==> src/hw/rtl/rfo_pkg.sv <==
// Shared types and constants for the ring FIFO with overwrite.
`timescale 1ns / 1ps
`default_nettype none

package rfo_pkg;

  // Storage geometry
  localparam int DEPTH      = 16;
  localparam int DATA_WIDTH = 32;
  localparam int PTR_W      = $clog2(DEPTH);
  localparam int CNT_W      = 4;
  localparam int MODE_W     = 3;

  // Command queue between front and back
  localparam int QDEPTH = 2;
  localparam int QIDX_W = 1;
  localparam int QCNT_W = 2;

  // Request mode codes
  typedef enum logic [MODE_W-1:0] {
    MODE_PUT   = 3'd0,
    MODE_GET   = 3'd1,
    MODE_PEEK  = 3'd2,
    MODE_DUMP  = 3'd3,
    MODE_CLEAR = 3'd4
  } rfo_mode_t;

  // Classified operations handed to the back end
  typedef enum logic [2:0] {
    OP_PUT   = 3'd0,
    OP_GET   = 3'd1,
    OP_PEEK  = 3'd2,
    OP_DUMP  = 3'd3,
    OP_CLEAR = 3'd4,
    OP_BAD   = 3'd5
  } rfo_op_t;

  typedef struct packed {
    logic [MODE_W-1:0]     mode;
    logic [DATA_WIDTH-1:0] data_in;
  } rfo_in_t;

  typedef struct packed {
    logic                  ok;
    logic [DATA_WIDTH-1:0] data_out;
    logic                  dropped_oldest;
    logic [CNT_W-1:0]      elem_count;
    logic                  is_empty;
    logic                  is_full;
    logic                  last;
  } rfo_out_t;

  typedef struct packed {
    rfo_op_t               op;
    logic [DATA_WIDTH-1:0] data;
  } rfo_cmd_t;

  // Queue head as seen by the back end
  typedef struct packed {
    logic     valid;
    rfo_cmd_t cmd;
  } rfo_q_head_t;

endpackage

`default_nettype wire

==> src/hw/rtl/rfo_ram.sv <==
// Generic single-write, single-read RAM with registered read data.
`timescale 1ns / 1ps
`default_nettype none

module rfo_ram #(
  parameter int WIDTH = 32,
  parameter int DEPTH = 16
) (
  input  wire logic                     clk,
  input  wire logic                     we,
  input  wire logic [$clog2(DEPTH)-1:0] waddr,
  input  wire logic [WIDTH-1:0]         wdata,
  input  wire logic [$clog2(DEPTH)-1:0] raddr,
  output logic      [WIDTH-1:0]         rdata
);

  logic [WIDTH-1:0] mem_r [DEPTH];

  // Write port and registered read port
  always_ff @(posedge clk) begin
    if (we) begin
      mem_r[waddr] <= wdata;
    end
    rdata <= mem_r[raddr];
  end

endmodule

`default_nettype wire

==> src/hw/rtl/rfo_front.sv <==
// Front end: accept requests, classify the mode and queue commands.
`timescale 1ns / 1ps
`default_nettype none

module rfo_front (
  input  wire logic            clk,
  input  wire logic            rst_n,
  input  wire logic            start,
  output logic                 busy,
  input  wire rfo_pkg::rfo_in_t in_req,
  output rfo_pkg::rfo_q_head_t head,
  input  wire logic            pop
);
  import rfo_pkg::*;

  rfo_cmd_t          q_r [QDEPTH];
  logic [QIDX_W-1:0] wr_idx_r, wr_idx_nxt;
  logic [QIDX_W-1:0] rd_idx_r, rd_idx_nxt;
  logic [QCNT_W-1:0] cnt_r, cnt_nxt;
  logic              push;
  logic              do_pop;
  rfo_cmd_t          cmd;

  assign busy   = (cnt_r == QCNT_W'(QDEPTH));
  assign push   = start && !busy;
  assign do_pop = pop && (cnt_r != '0);

  // Classify the request mode
  always_comb begin
    cmd.data = in_req.data_in;
    unique case (in_req.mode)
      MODE_PUT:   cmd.op = OP_PUT;
      MODE_GET:   cmd.op = OP_GET;
      MODE_PEEK:  cmd.op = OP_PEEK;
      MODE_DUMP:  cmd.op = OP_DUMP;
      MODE_CLEAR: cmd.op = OP_CLEAR;
      default:    cmd.op = OP_BAD;
    endcase
  end

  // Advance queue indexes and count
  always_comb begin
    wr_idx_nxt = wr_idx_r;
    rd_idx_nxt = rd_idx_r;
    cnt_nxt    = cnt_r;
    if (push) begin
      wr_idx_nxt = (wr_idx_r == QIDX_W'(QDEPTH - 1)) ? '0 : wr_idx_r + 1'b1;
    end
    if (do_pop) begin
      rd_idx_nxt = (rd_idx_r == QIDX_W'(QDEPTH - 1)) ? '0 : rd_idx_r + 1'b1;
    end
    if (push && !do_pop) begin
      cnt_nxt = cnt_r + 1'b1;
    end else if (!push && do_pop) begin
      cnt_nxt = cnt_r - 1'b1;
    end
  end

  always_ff @(posedge clk) begin
    if (!rst_n) begin
      wr_idx_r <= '0;
      rd_idx_r <= '0;
      cnt_r    <= '0;
    end else begin
      wr_idx_r <= wr_idx_nxt;
      rd_idx_r <= rd_idx_nxt;
      cnt_r    <= cnt_nxt;
    end
  end

  // Store the classified request
  always_ff @(posedge clk) begin
    if (push) begin
      q_r[wr_idx_r] <= cmd;
    end
  end

  assign head.valid = (cnt_r != '0);
  assign head.cmd   = q_r[rd_idx_r];

endmodule

`default_nettype wire

==> src/hw/rtl/rfo_back.sv <==
// Back end: execute queued commands against the ring store and emit results.
`timescale 1ns / 1ps
`default_nettype none

module rfo_back (
  input  wire logic                 clk,
  input  wire logic                 rst_n,
  input  wire rfo_pkg::rfo_q_head_t head,
  output logic                      pop,
  input  wire logic                 cfg_we,
  input  wire logic                 cfg_wdata,
  output logic                      out_strobe,
  output rfo_pkg::rfo_out_t         out_res
);
  import rfo_pkg::*;

  typedef enum logic [2:0] {
    ST_IDLE = 3'b001,
    ST_READ = 3'b010,
    ST_DUMP = 3'b100
  } rfo_state_t;

  rfo_state_t            state_r, state_nxt;
  logic [PTR_W-1:0]      rp_r, rp_nxt;
  logic [PTR_W-1:0]      wp_r, wp_nxt;
  logic [PTR_W-1:0]      dp_r, dp_nxt;
  logic                  is_get_r, is_get_nxt;
  logic                  ow_r;
  logic                  vld_r, vld_nxt;
  rfo_out_t              res_r, res_nxt;
  logic                  ram_we;
  logic [PTR_W-1:0]      ram_raddr;
  logic [DATA_WIDTH-1:0] ram_rdata;
  logic                  empty;
  logic                  full;
  logic [PTR_W-1:0]      dp_inc;

  // Build a result from status after the operation
  function automatic rfo_out_t make_res(input logic ok, input logic [DATA_WIDTH-1:0] data,
                                        input logic dropped, input logic last_flag,
                                        input logic [PTR_W-1:0] rp,
                                        input logic [PTR_W-1:0] wp);
    rfo_out_t         r;
    logic [PTR_W-1:0] n;
    n                = wp - rp;
    r.ok             = ok;
    r.data_out       = data;
    r.dropped_oldest = dropped;
    r.elem_count     = CNT_W'(n);
    r.is_empty       = (n == '0);
    r.is_full        = (n == PTR_W'(DEPTH - 1));
    r.last           = last_flag;
    return r;
  endfunction

  assign empty  = (rp_r == wp_r);
  assign full   = ((wp_r + 1'b1) == rp_r);
  assign dp_inc = dp_r + 1'b1;
  assign pop    = (state_r == ST_IDLE) && head.valid;

  // Slot store
  rfo_ram #(
    .WIDTH(DATA_WIDTH),
    .DEPTH(DEPTH)
  ) u_ram (
    .clk  (clk),
    .we   (ram_we),
    .waddr(wp_r),
    .wdata(head.cmd.data),
    .raddr(ram_raddr),
    .rdata(ram_rdata)
  );

  // Execute commands
  always_comb begin
    state_nxt  = state_r;
    rp_nxt     = rp_r;
    wp_nxt     = wp_r;
    dp_nxt     = dp_r;
    is_get_nxt = is_get_r;
    vld_nxt    = 1'b0;
    res_nxt    = res_r;
    ram_we     = 1'b0;
    ram_raddr  = (state_r == ST_DUMP) ? dp_inc : rp_r;

    unique case (state_r)
      ST_IDLE: begin
        if (head.valid) begin
          vld_nxt = 1'b1;
          unique case (head.cmd.op) inside
            OP_PUT: begin
              if (full && !ow_r) begin
                res_nxt = make_res(1'b0, '0, 1'b0, 1'b1, rp_r, wp_r);
              end else begin
                ram_we = 1'b1;
                wp_nxt = wp_r + 1'b1;
                if (full) begin
                  rp_nxt = rp_r + 1'b1;
                end
                res_nxt = make_res(1'b1, '0, full, 1'b1, rp_nxt, wp_nxt);
              end
            end
            OP_GET, OP_PEEK: begin
              if (empty) begin
                res_nxt = make_res(1'b0, '0, 1'b0, 1'b1, rp_r, wp_r);
              end else begin
                vld_nxt    = 1'b0;
                is_get_nxt = (head.cmd.op == OP_GET);
                state_nxt  = ST_READ;
              end
            end
            OP_DUMP: begin
              if (empty) begin
                res_nxt = make_res(1'b0, '0, 1'b0, 1'b1, rp_r, wp_r);
              end else begin
                vld_nxt   = 1'b0;
                dp_nxt    = rp_r;
                state_nxt = ST_DUMP;
              end
            end
            OP_CLEAR: begin
              rp_nxt  = '0;
              wp_nxt  = '0;
              res_nxt = make_res(1'b1, '0, 1'b0, 1'b1, '0, '0);
            end
            default: begin
              res_nxt = make_res(1'b0, '0, 1'b0, 1'b1, rp_r, wp_r);
            end
          endcase
        end
      end
      ST_READ: begin
        // Read data for the oldest slot is ready
        if (is_get_r) begin
          rp_nxt = rp_r + 1'b1;
        end
        vld_nxt   = 1'b1;
        res_nxt   = make_res(1'b1, ram_rdata, 1'b0, 1'b1, rp_nxt, wp_r);
        state_nxt = ST_IDLE;
      end
      ST_DUMP: begin
        // Emit one element a cycle, prefetching the next slot
        vld_nxt = 1'b1;
        res_nxt = make_res(1'b1, ram_rdata, 1'b0, (dp_inc == wp_r), rp_r, wp_r);
        dp_nxt  = dp_inc;
        if (dp_inc == wp_r) begin
          state_nxt = ST_IDLE;
        end
      end
      default: begin
        state_nxt = ST_IDLE;
      end
    endcase
  end

  always_ff @(posedge clk) begin
    if (!rst_n) begin
      state_r <= ST_IDLE;
      rp_r    <= '0;
      wp_r    <= '0;
      ow_r    <= 1'b0;
      vld_r   <= 1'b0;
    end else begin
      state_r <= state_nxt;
      rp_r    <= rp_nxt;
      wp_r    <= wp_nxt;
      vld_r   <= vld_nxt;
      if (cfg_we) begin
        ow_r <= cfg_wdata;
      end
    end
  end

  // Hold payload registers
  always_ff @(posedge clk) begin
    dp_r     <= dp_nxt;
    is_get_r <= is_get_nxt;
    res_r    <= res_nxt;
  end

  assign out_strobe = vld_r;
  assign out_res    = res_r;

endmodule

`default_nettype wire

==> src/hw/rtl/ring_fifo_overwrite_top.sv <==
// Top level of the ring FIFO with overwrite: front end, back end and config port.
// Flow (back end idle): each request is registered in the command queue; put, clear and
//   refused ones then give a registered result; get and peek hold the back end in ST_READ,
//   and dump in ST_DUMP, which gives one element a cycle. Puts and clears run one a cycle
//   while the back end is idle; the two-entry queue takes two requests; busy is high when full.
// Reset (rst_n low, synchronous): read/write pointers zero, overwrite off, queue empty; no output stall.
`timescale 1ns / 1ps
`default_nettype none

module ring_fifo_overwrite_top (
  input  wire logic              clk,
  input  wire logic              rst_n,
  input  wire logic              start,
  output logic                   busy,
  input  wire rfo_pkg::rfo_in_t  in_req,
  output logic                   out_strobe,
  output rfo_pkg::rfo_out_t      out_res,
  input  wire logic              cfg_valid,
  output logic                   cfg_ready,
  input  wire logic              cfg_data
);
  import rfo_pkg::*;

  rfo_q_head_t head;
  logic        pop;

  // Config writes are always taken
  assign cfg_ready = 1'b1;

  rfo_front u_front (
    .clk   (clk),
    .rst_n (rst_n),
    .start (start),
    .busy  (busy),
    .in_req(in_req),
    .head  (head),
    .pop   (pop)
  );

  rfo_back u_back (
    .clk       (clk),
    .rst_n     (rst_n),
    .head      (head),
    .pop       (pop),
    .cfg_we    (cfg_valid && cfg_ready),
    .cfg_wdata (cfg_data),
    .out_strobe(out_strobe),
    .out_res   (out_res)
  );

endmodule

`default_nettype wire
==> config.mk <==
export PLATFORM = sky130hd
export DESIGN_NAME = ring_fifo_overwrite_top
export DESIGN_NICKNAME = d
export VERILOG_FILES = /design/src/hw/rtl/rfo_pkg.sv /design/src/hw/rtl/rfo_ram.sv /design/src/hw/rtl/rfo_front.sv /design/src/hw/rtl/rfo_back.sv /design/src/hw/rtl/ring_fifo_overwrite_top.sv
export SDC_FILE = /design/constraint.sdc
export NUM_CORES = 1
export LEC_CHECK = 0
export BUFFER_PORTS_ARGS = -buffer_cell sky130_fd_sc_hd__buf_4
export CAP_MARGIN = 0
export CORE_ASPECT_RATIO = 2
export CORE_MARGIN = 3
export CORE_UTILIZATION = 60
export DETAILED_ROUTE_END_ITERATION = 10
export HOLD_SLACK_MARGIN = 0.12
export MAX_ROUTING_LAYER = met4
export PLACE_DENSITY_LB_ADDON = 0.08
export SLEW_MARGIN = 30
export SYNTH_ARGS = -nofsm -noshare
export SYNTH_HDL_FRONTEND = slang
export SYNTH_SLANG_ARGS = --single-unit
==> constraint.sdc <==
create_clock -name clk -period 7.5 [get_ports clk]
set_input_delay 1.125 -clock clk [delete_from_list [all_inputs] [get_ports clk]]
set_output_delay 1.125 -clock clk [all_outputs]
set_load 0.01 [all_outputs]
# [After elaboration in Yosys (flattened, before gate mapping)]
# Memories as Yosys holds them, arrays and structs flattened. A register that Yosys moved wholly into a read port is not among the register bits.
# Cells that the tools add are included.
[op_classes] n_addsub=10 bitwise_logic=1 n_eq_ne=29 n_mux=48 reduce_logical=30
[ops] cell="$pmux 41 s3" n=2
[ops] cell="$mux 41" n=3
[ops] cell="$mux 4" n=14
[ops] cell="$pmux 4 s2" n=4
[ops] cell="$reduce_and 4->1" n=4
[ops] cell="$eq 3x2->1 const B" n=5
[ops] cell="$mux 1" n=15
[ops] cell="$ne 3x3->1 const B" n=5
[ops] cell="$pmux 3 s5" n=1
[ops] cell="$add 4x1->4 const B" n=3
[ops] cell="$eq 4x4->1" n=3
[ops] cell="$eq 4x4->1 const B" n=3
[ops] cell="$logic_not 4->1" n=3
[ops] cell="$mux 3" n=4
[ops] cell="$pmux 3 s2" n=2
[ops] cell="$sub 4x4->4" n=3
[ops] cell="$reduce_bool 2->1" n=5
[ops] cell="$eq 3x1->1 const B" n=3
[ops] cell="$eq 3x3->1 const B" n=3
[ops] cell="$ne 2x2->1 const B" n=4
[ops] cell="$logic_and 1x1->1" n=6
[ops] cell="$logic_not 3->1" n=2
[ops] cell="$reduce_and 5->1" n=1
[ops] cell="$logic_not 1->1" n=4
[ops] cell="other kinds (13)" n=16
[totals] input_bits=40 mem_count=2 ramBits=582 word_cells=137 regBits=63
[mem_list] memory="u_back.u_ram.mem_r" depth=16 width=32 rd=1 rd_clocked_by_memory_dff=1 write_ports=1 line_no="rfo_ram.sv:17" rtl="logic [WIDTH-1:0] mem_r [DEPTH];"
[mem_list] memory="u_front.q_r" depth=2 width=35 rd=1 rd_clocked_by_memory_dff=1 write_ports=1 line_no="rfo_front.sv:16" rtl="rfo_cmd_t q_r [QDEPTH];"

# [Depth between registers and ports, before layout]
[depth] depth_word=13 depth_mapped=13

# [Modules after synthesis]
# A second synthesis with hierarchy kept.
[unflattened] cells_unflattened=1264 hier_area_um2=25802.2
[by_module_without_submodules] mod="rfo_ram" n_inst=1 area_each_um2=19835.3 cells_per_inst=838
[by_module_without_submodules] mod="rfo_back" n_inst=1 area_each_um2=3178.0 cells_per_inst=287
[by_module_without_submodules] mod="rfo_front" n_inst=1 area_each_um2=2777.7 cells_per_inst=137
[by_module_without_submodules] mod="ring_fifo_overwrite_top" n_inst=1 area_each_um2=11.3 cells_per_inst=2

# [Worst setup path before layout]
# No wires, ideal clock.
[synth_timing] kind="reg2reg" startpoint="reg u_back.rp_r[2]" endpoint="reg u_back.res_r, in the netlist u_back.out_res[0] (enable)" required_time_ns=7.002 path_slack_ns=2.730 t_arrival_ns=4.273 period_less_slack_ns=4.770 path_stages_with_launch=7 path_buffers=1 path_cell_list="dfxtp_1 -> clkbuf_1 -> inv_1 -> ha_1 -> a41oi_1 -> and2_1 -> o21ai_0"
[synth_via] elab_chain_len=3
[synth_lines] item="start: declaration" line_no="rfo_back.sv:24" rtl="logic [PTR_W-1:0] rp_r, rp_nxt;"
[synth_lines] item="start signal: assignment" line_no="rfo_back.sv:165" rtl="rp_r <= rp_nxt;"
[synth_lines] item="$eq 4x4->1" line_no="rfo_back.sv:56" rtl="assign empty = (rp_r == wp_r);"
[synth_lines] item="$ne 3x2->1 (no source line)"
[synth_lines] item="$reduce_and 3->1 (no source line)"
[synth_lines] item="end signal: assignment" line_no="rfo_back.sv:178" rtl="res_r <= res_nxt;"
[synth_lines] item="end: declaration" line_no="rfo_back.sv:30" rtl="rfo_out_t res_r, res_nxt;"
# Every way passes these cells.
# A chain may end at the register's enable or synchronous reset.

# [Final worst setup path]
[layout_timing] startpoint="reg u_back.state_r[2]" endpoint="reg u_back.u_ram.rdata[15], read port of u_back.u_ram.mem_r"
[layout_via] elab_chain_len=2
[layout_lines] item="start: declaration" line_no="rfo_back.sv:23" rtl="rfo_state_t state_r, state_nxt;"
[layout_lines] item="start signal: assignment" line_no="rfo_back.sv:164" rtl="state_r <= state_nxt;"
[layout_lines] item="$eq 3x3->1" line_no="rfo_back.sv:84" rtl="ram_raddr = (state_r == ST_DUMP) ? dp_inc : rp_r;"
[layout_lines] item="$mux 4" line_no="rfo_back.sv:84"
[layout_lines] item="end: declaration" line_no="rfo_ram.sv:14" rtl="output logic [WIDTH-1:0] rdata"
# Every way passes these cells.

==> impl_results.md <==
- Outcome: finished, final reports clean
- Power Internal: 6.54 mW
- CTS Root Cell: clkbuf_16
- Post-synth EDFFs: 628
- Total Routing Usage GR: 0.286
- Reg2reg path depth: 8
- Die area: 0.0476 sq mm
- Port Buffers: 82
- Comb power frac: 0.111
- WL/cell: 24.5 um
- Register area share after synthesis: 0.737
- Critical path required time: 7.99 ns
- Pre-CTS setup slack: 3.44 ns
- Power Dens Cells: 286 mW/mm^2
- Worst Max-Slew Pin Slew: 0.978 ns
- Setup TNS Final: 0 ns
- Worst Path Arrival: 4.54 ns
- Switching part of the total: 0.236
- Max-slew violation count: 0
- RePlAce Congestion: 0.884
- Drc violations: 0
- Max FO, Critical Path: 130
- Via-per-instance ratio: 6.18
- Initial core utilization: 0.608
- Mapped Cells: 2045
- Peak VDD IR: 0.270 mV
- Netlist cell types: 60
- Die height: 306 um
- Final setup fails: 0
- Psw: 2.02 mW
- Slew margin rel.: 0.348
- RSZ-0062 raised after global routing: no
- Class of the worst hold path: flop to flop
- Total grt overflow: 0
- Die width: 156 um
- Ys flop type: edfxtp_1
- Synth area leader: edfxtp_1
- Syn_nets: 2104
- Vias in the first global route: 16900
- Clock transition at the registers of the reported paths: 0.07 ns
- Ratio of cells with drive above 1 in the final layout: 0.140
- Post-synth top area share: 0.700
- Antenna Violating Nets Remaining: 0
- Skew final: 0.0126 ns
- Async S/R FF share, synth: 0
- CTS Hold Buffers Added: 0
- Final Cycle Share: 0.540
- Critical path launch point type: flop
- Avg Inst Size Synth: 13.2 sq um
- Layout Nets: 2156
- Lkg Pwr: 10.5 nW
- H-Tree Level Count: 2
- Crit. End Element: flop
- Tmin final: 4.05 ns
- Post-cts sizing count: 0
- Largest cells by area after synthesis: edfxtp_1 (70%), nand2_1 (7.5%), nand3_1 (4.9%)
- Largest net degree at the start of global routing: 131
- Starting DRT DRC Count: 1643
- I/O Pins: 84
- Worst-Skew Late Latency: 0.60 ns
- Synth warn: 0
- Initial antenna violation count: 0
- Total core area: 0.0443 sq mm
- CTS Buffer Depth: 3
- Yosys reg bits: 678
- Diodes inserted: 0
- P&R area growth vs syn: 11.0%
- Share of power burned in registers: 0.551
- Worst Hold Depth: 2
- Worst reg-to-reg setup slack: 3.45 ns
- Clock share of power: 0.338
- Kind of critical path: flop to flop
- Final worst setup slack: 3.45 ns
- First-pass GRT wire length: 99.0 mm
- Max_cap viols: 0
- Core Rows: 109
- Drt pass-1 iters: 6
- Final wirelength: 66.0 mm
- CTS tree: done
- Vias: 16700
- Fmax: 0.247 GHz
- CTS buffer count: 55
- Postcts setup bufs: 0
- TritonCTS Sinks: 678
- Cell Area, Synth: 0.0269 sq mm
- Dpl hpwl: 34.3 mm
- Hold Fails Final Rpt: 0
## placed cells by master, fill, tap and decap left out, drive strengths merged, types with 6 or more instances in the layout
cell    instances
o21ai           9
mux2i           6
nor2           44
nand2         540
xor2           14
mux2           34
xnor2          15
clkinv         18
clkbuf         74
nor3           12
nand3         266
and3           33
dfxtp          50
inv            22
edfxtp        628
a21oi         141
nand2b          7
buf           115
ha             16
nor4           34
## metrics by stage
| step | cells | cell area (sq um) | utilization | total power, mW | hold WS, ns |
|---|---|---|---|---|---|
| finish | 2699 | 29900 | 0.675 | 8.55 | 0.538 |
| global placement | 2595 | 28100 | 0.634 | 5.72 | 0.482 |
| global route | 2699 | 29900 | 0.675 | 8.84 | 0.553 |
| detailed placement | 2595 | 28100 | 0.634 | 5.76 | 0.519 |
| floorplan | 2045 | 26900 | - | 5.30 | 0.472 |
| CTS | 2699 | 29900 | 0.675 | 8.61 | 0.542 |
## Yosys cell counts (2+ instances only)
cell / instances
edfxtp_1: 628
nand2_1: 540
nand3_1: 266
a21oi_1: 141
dfxtp_1: 50
buf_2: 49
nor2_1: 42
clkbuf_1: 38
mux2_2: 34
and3_1: 33
nor4_2: 30
buf_4: 22
inv_1: 17
ha_1: 16
xor2_1: 14
xnor2_1: 13
nor3_1: 11
buf_1: 9
o21ai_0: 8
nand2b_1: 7
mux2i_1: 6
a21o_1: 5
nand4_1: 5
nor2b_1: 4
nor4_1: 4
or3_1: 4
and2_1: 3
fa_1: 3
o211ai_1: 3
o41ai_1: 3
a221o_1: 2
inv_2: 2
nor3b_1: 2
nor4b_1: 2
o221ai_1: 2
o31ai_1: 2
xnor2_2: 2
## path summary, 6_finish.rpt
| path | startpoint | endpoint |
|---|---|---|
| worst max-delay path | u_back.state_r[2]$_SDFFE_PN0P_ | u_back.u_ram.rdata[15]$_DFF_P_ |
| worst min-delay path | u_back.ow_r$_SDFFE_PN0P_ | u_back.ow_r$_SDFFE_PN0P_ |
| worst max register to register | u_back.state_r[2]$_SDFFE_PN0P_ | u_back.u_ram.rdata[15]$_DFF_P_ |
| worst min register to register | u_back.ow_r$_SDFFE_PN0P_ | u_back.ow_r$_SDFFE_PN0P_ |
## layout make-up
cell class	count	area, sq um
sequential	678	19900
fill	3138	14400
multi-input combinational	1228	6590
clock buffer	74	1510
timing repair buffer	115	876
tap	555	694
clock inverter	30	302
inverter	19	78.8
## cells by family after synthesis
logic type	synth area share
compound gates	0.0365
xor+xnor	0.00998
fa+ha+maj	0.00966
buf+inv	0.0249
flops	0.737
mux	0.0164
other cells	0.000139
simple gates	0.165
## state kept, by name, indices dropped and copies added, names as in the netlist, 2 cells and up, named ones only
| register | cells |
|---|---|
| u_back.dp_r | 4 |
| u_back.out_res | 41 |
| u_back.rp_r | 4 |
| u_back.state_r | 3 |
| u_back.u_ram.mem_r | 512 |
| u_back.u_ram.rdata | 32 |
| u_back.wp_r | 4 |
| u_front.cnt_r | 2 |
| u_front.q_r | 70 |
## power groups by stage
stage | clock network, mW | registers, mW | logic (mW)
after floorplan | 0 | 4.84 | 0.463
after global placement | 0 | 4.79 | 0.925
after detailed placement | 0 | 4.80 | 0.960
after CTS | 2.93 | 4.72 | 0.961
after global routing | 3.08 | 4.73 | 1.03
final | 2.89 | 4.71 | 0.948
## metal layers
metal  routed length [um]  track usage
met1                23900        0.334
met2                35200        0.503
met3                 4150       0.0309
met4                 2780        0.116
met5                    0            -
## worst max-delay path, stage by stage, from the launching register on
cell     delay (ns)
dfxtp_1        0.50
nor3b_4        0.51
mux2i_4        0.33
buf_12         0.49
inv_4          0.43
nand2_1        0.82
buf_4          0.44
a21oi_1        0.10
nor4_2         0.18
(Power assumes the default switching activity.)
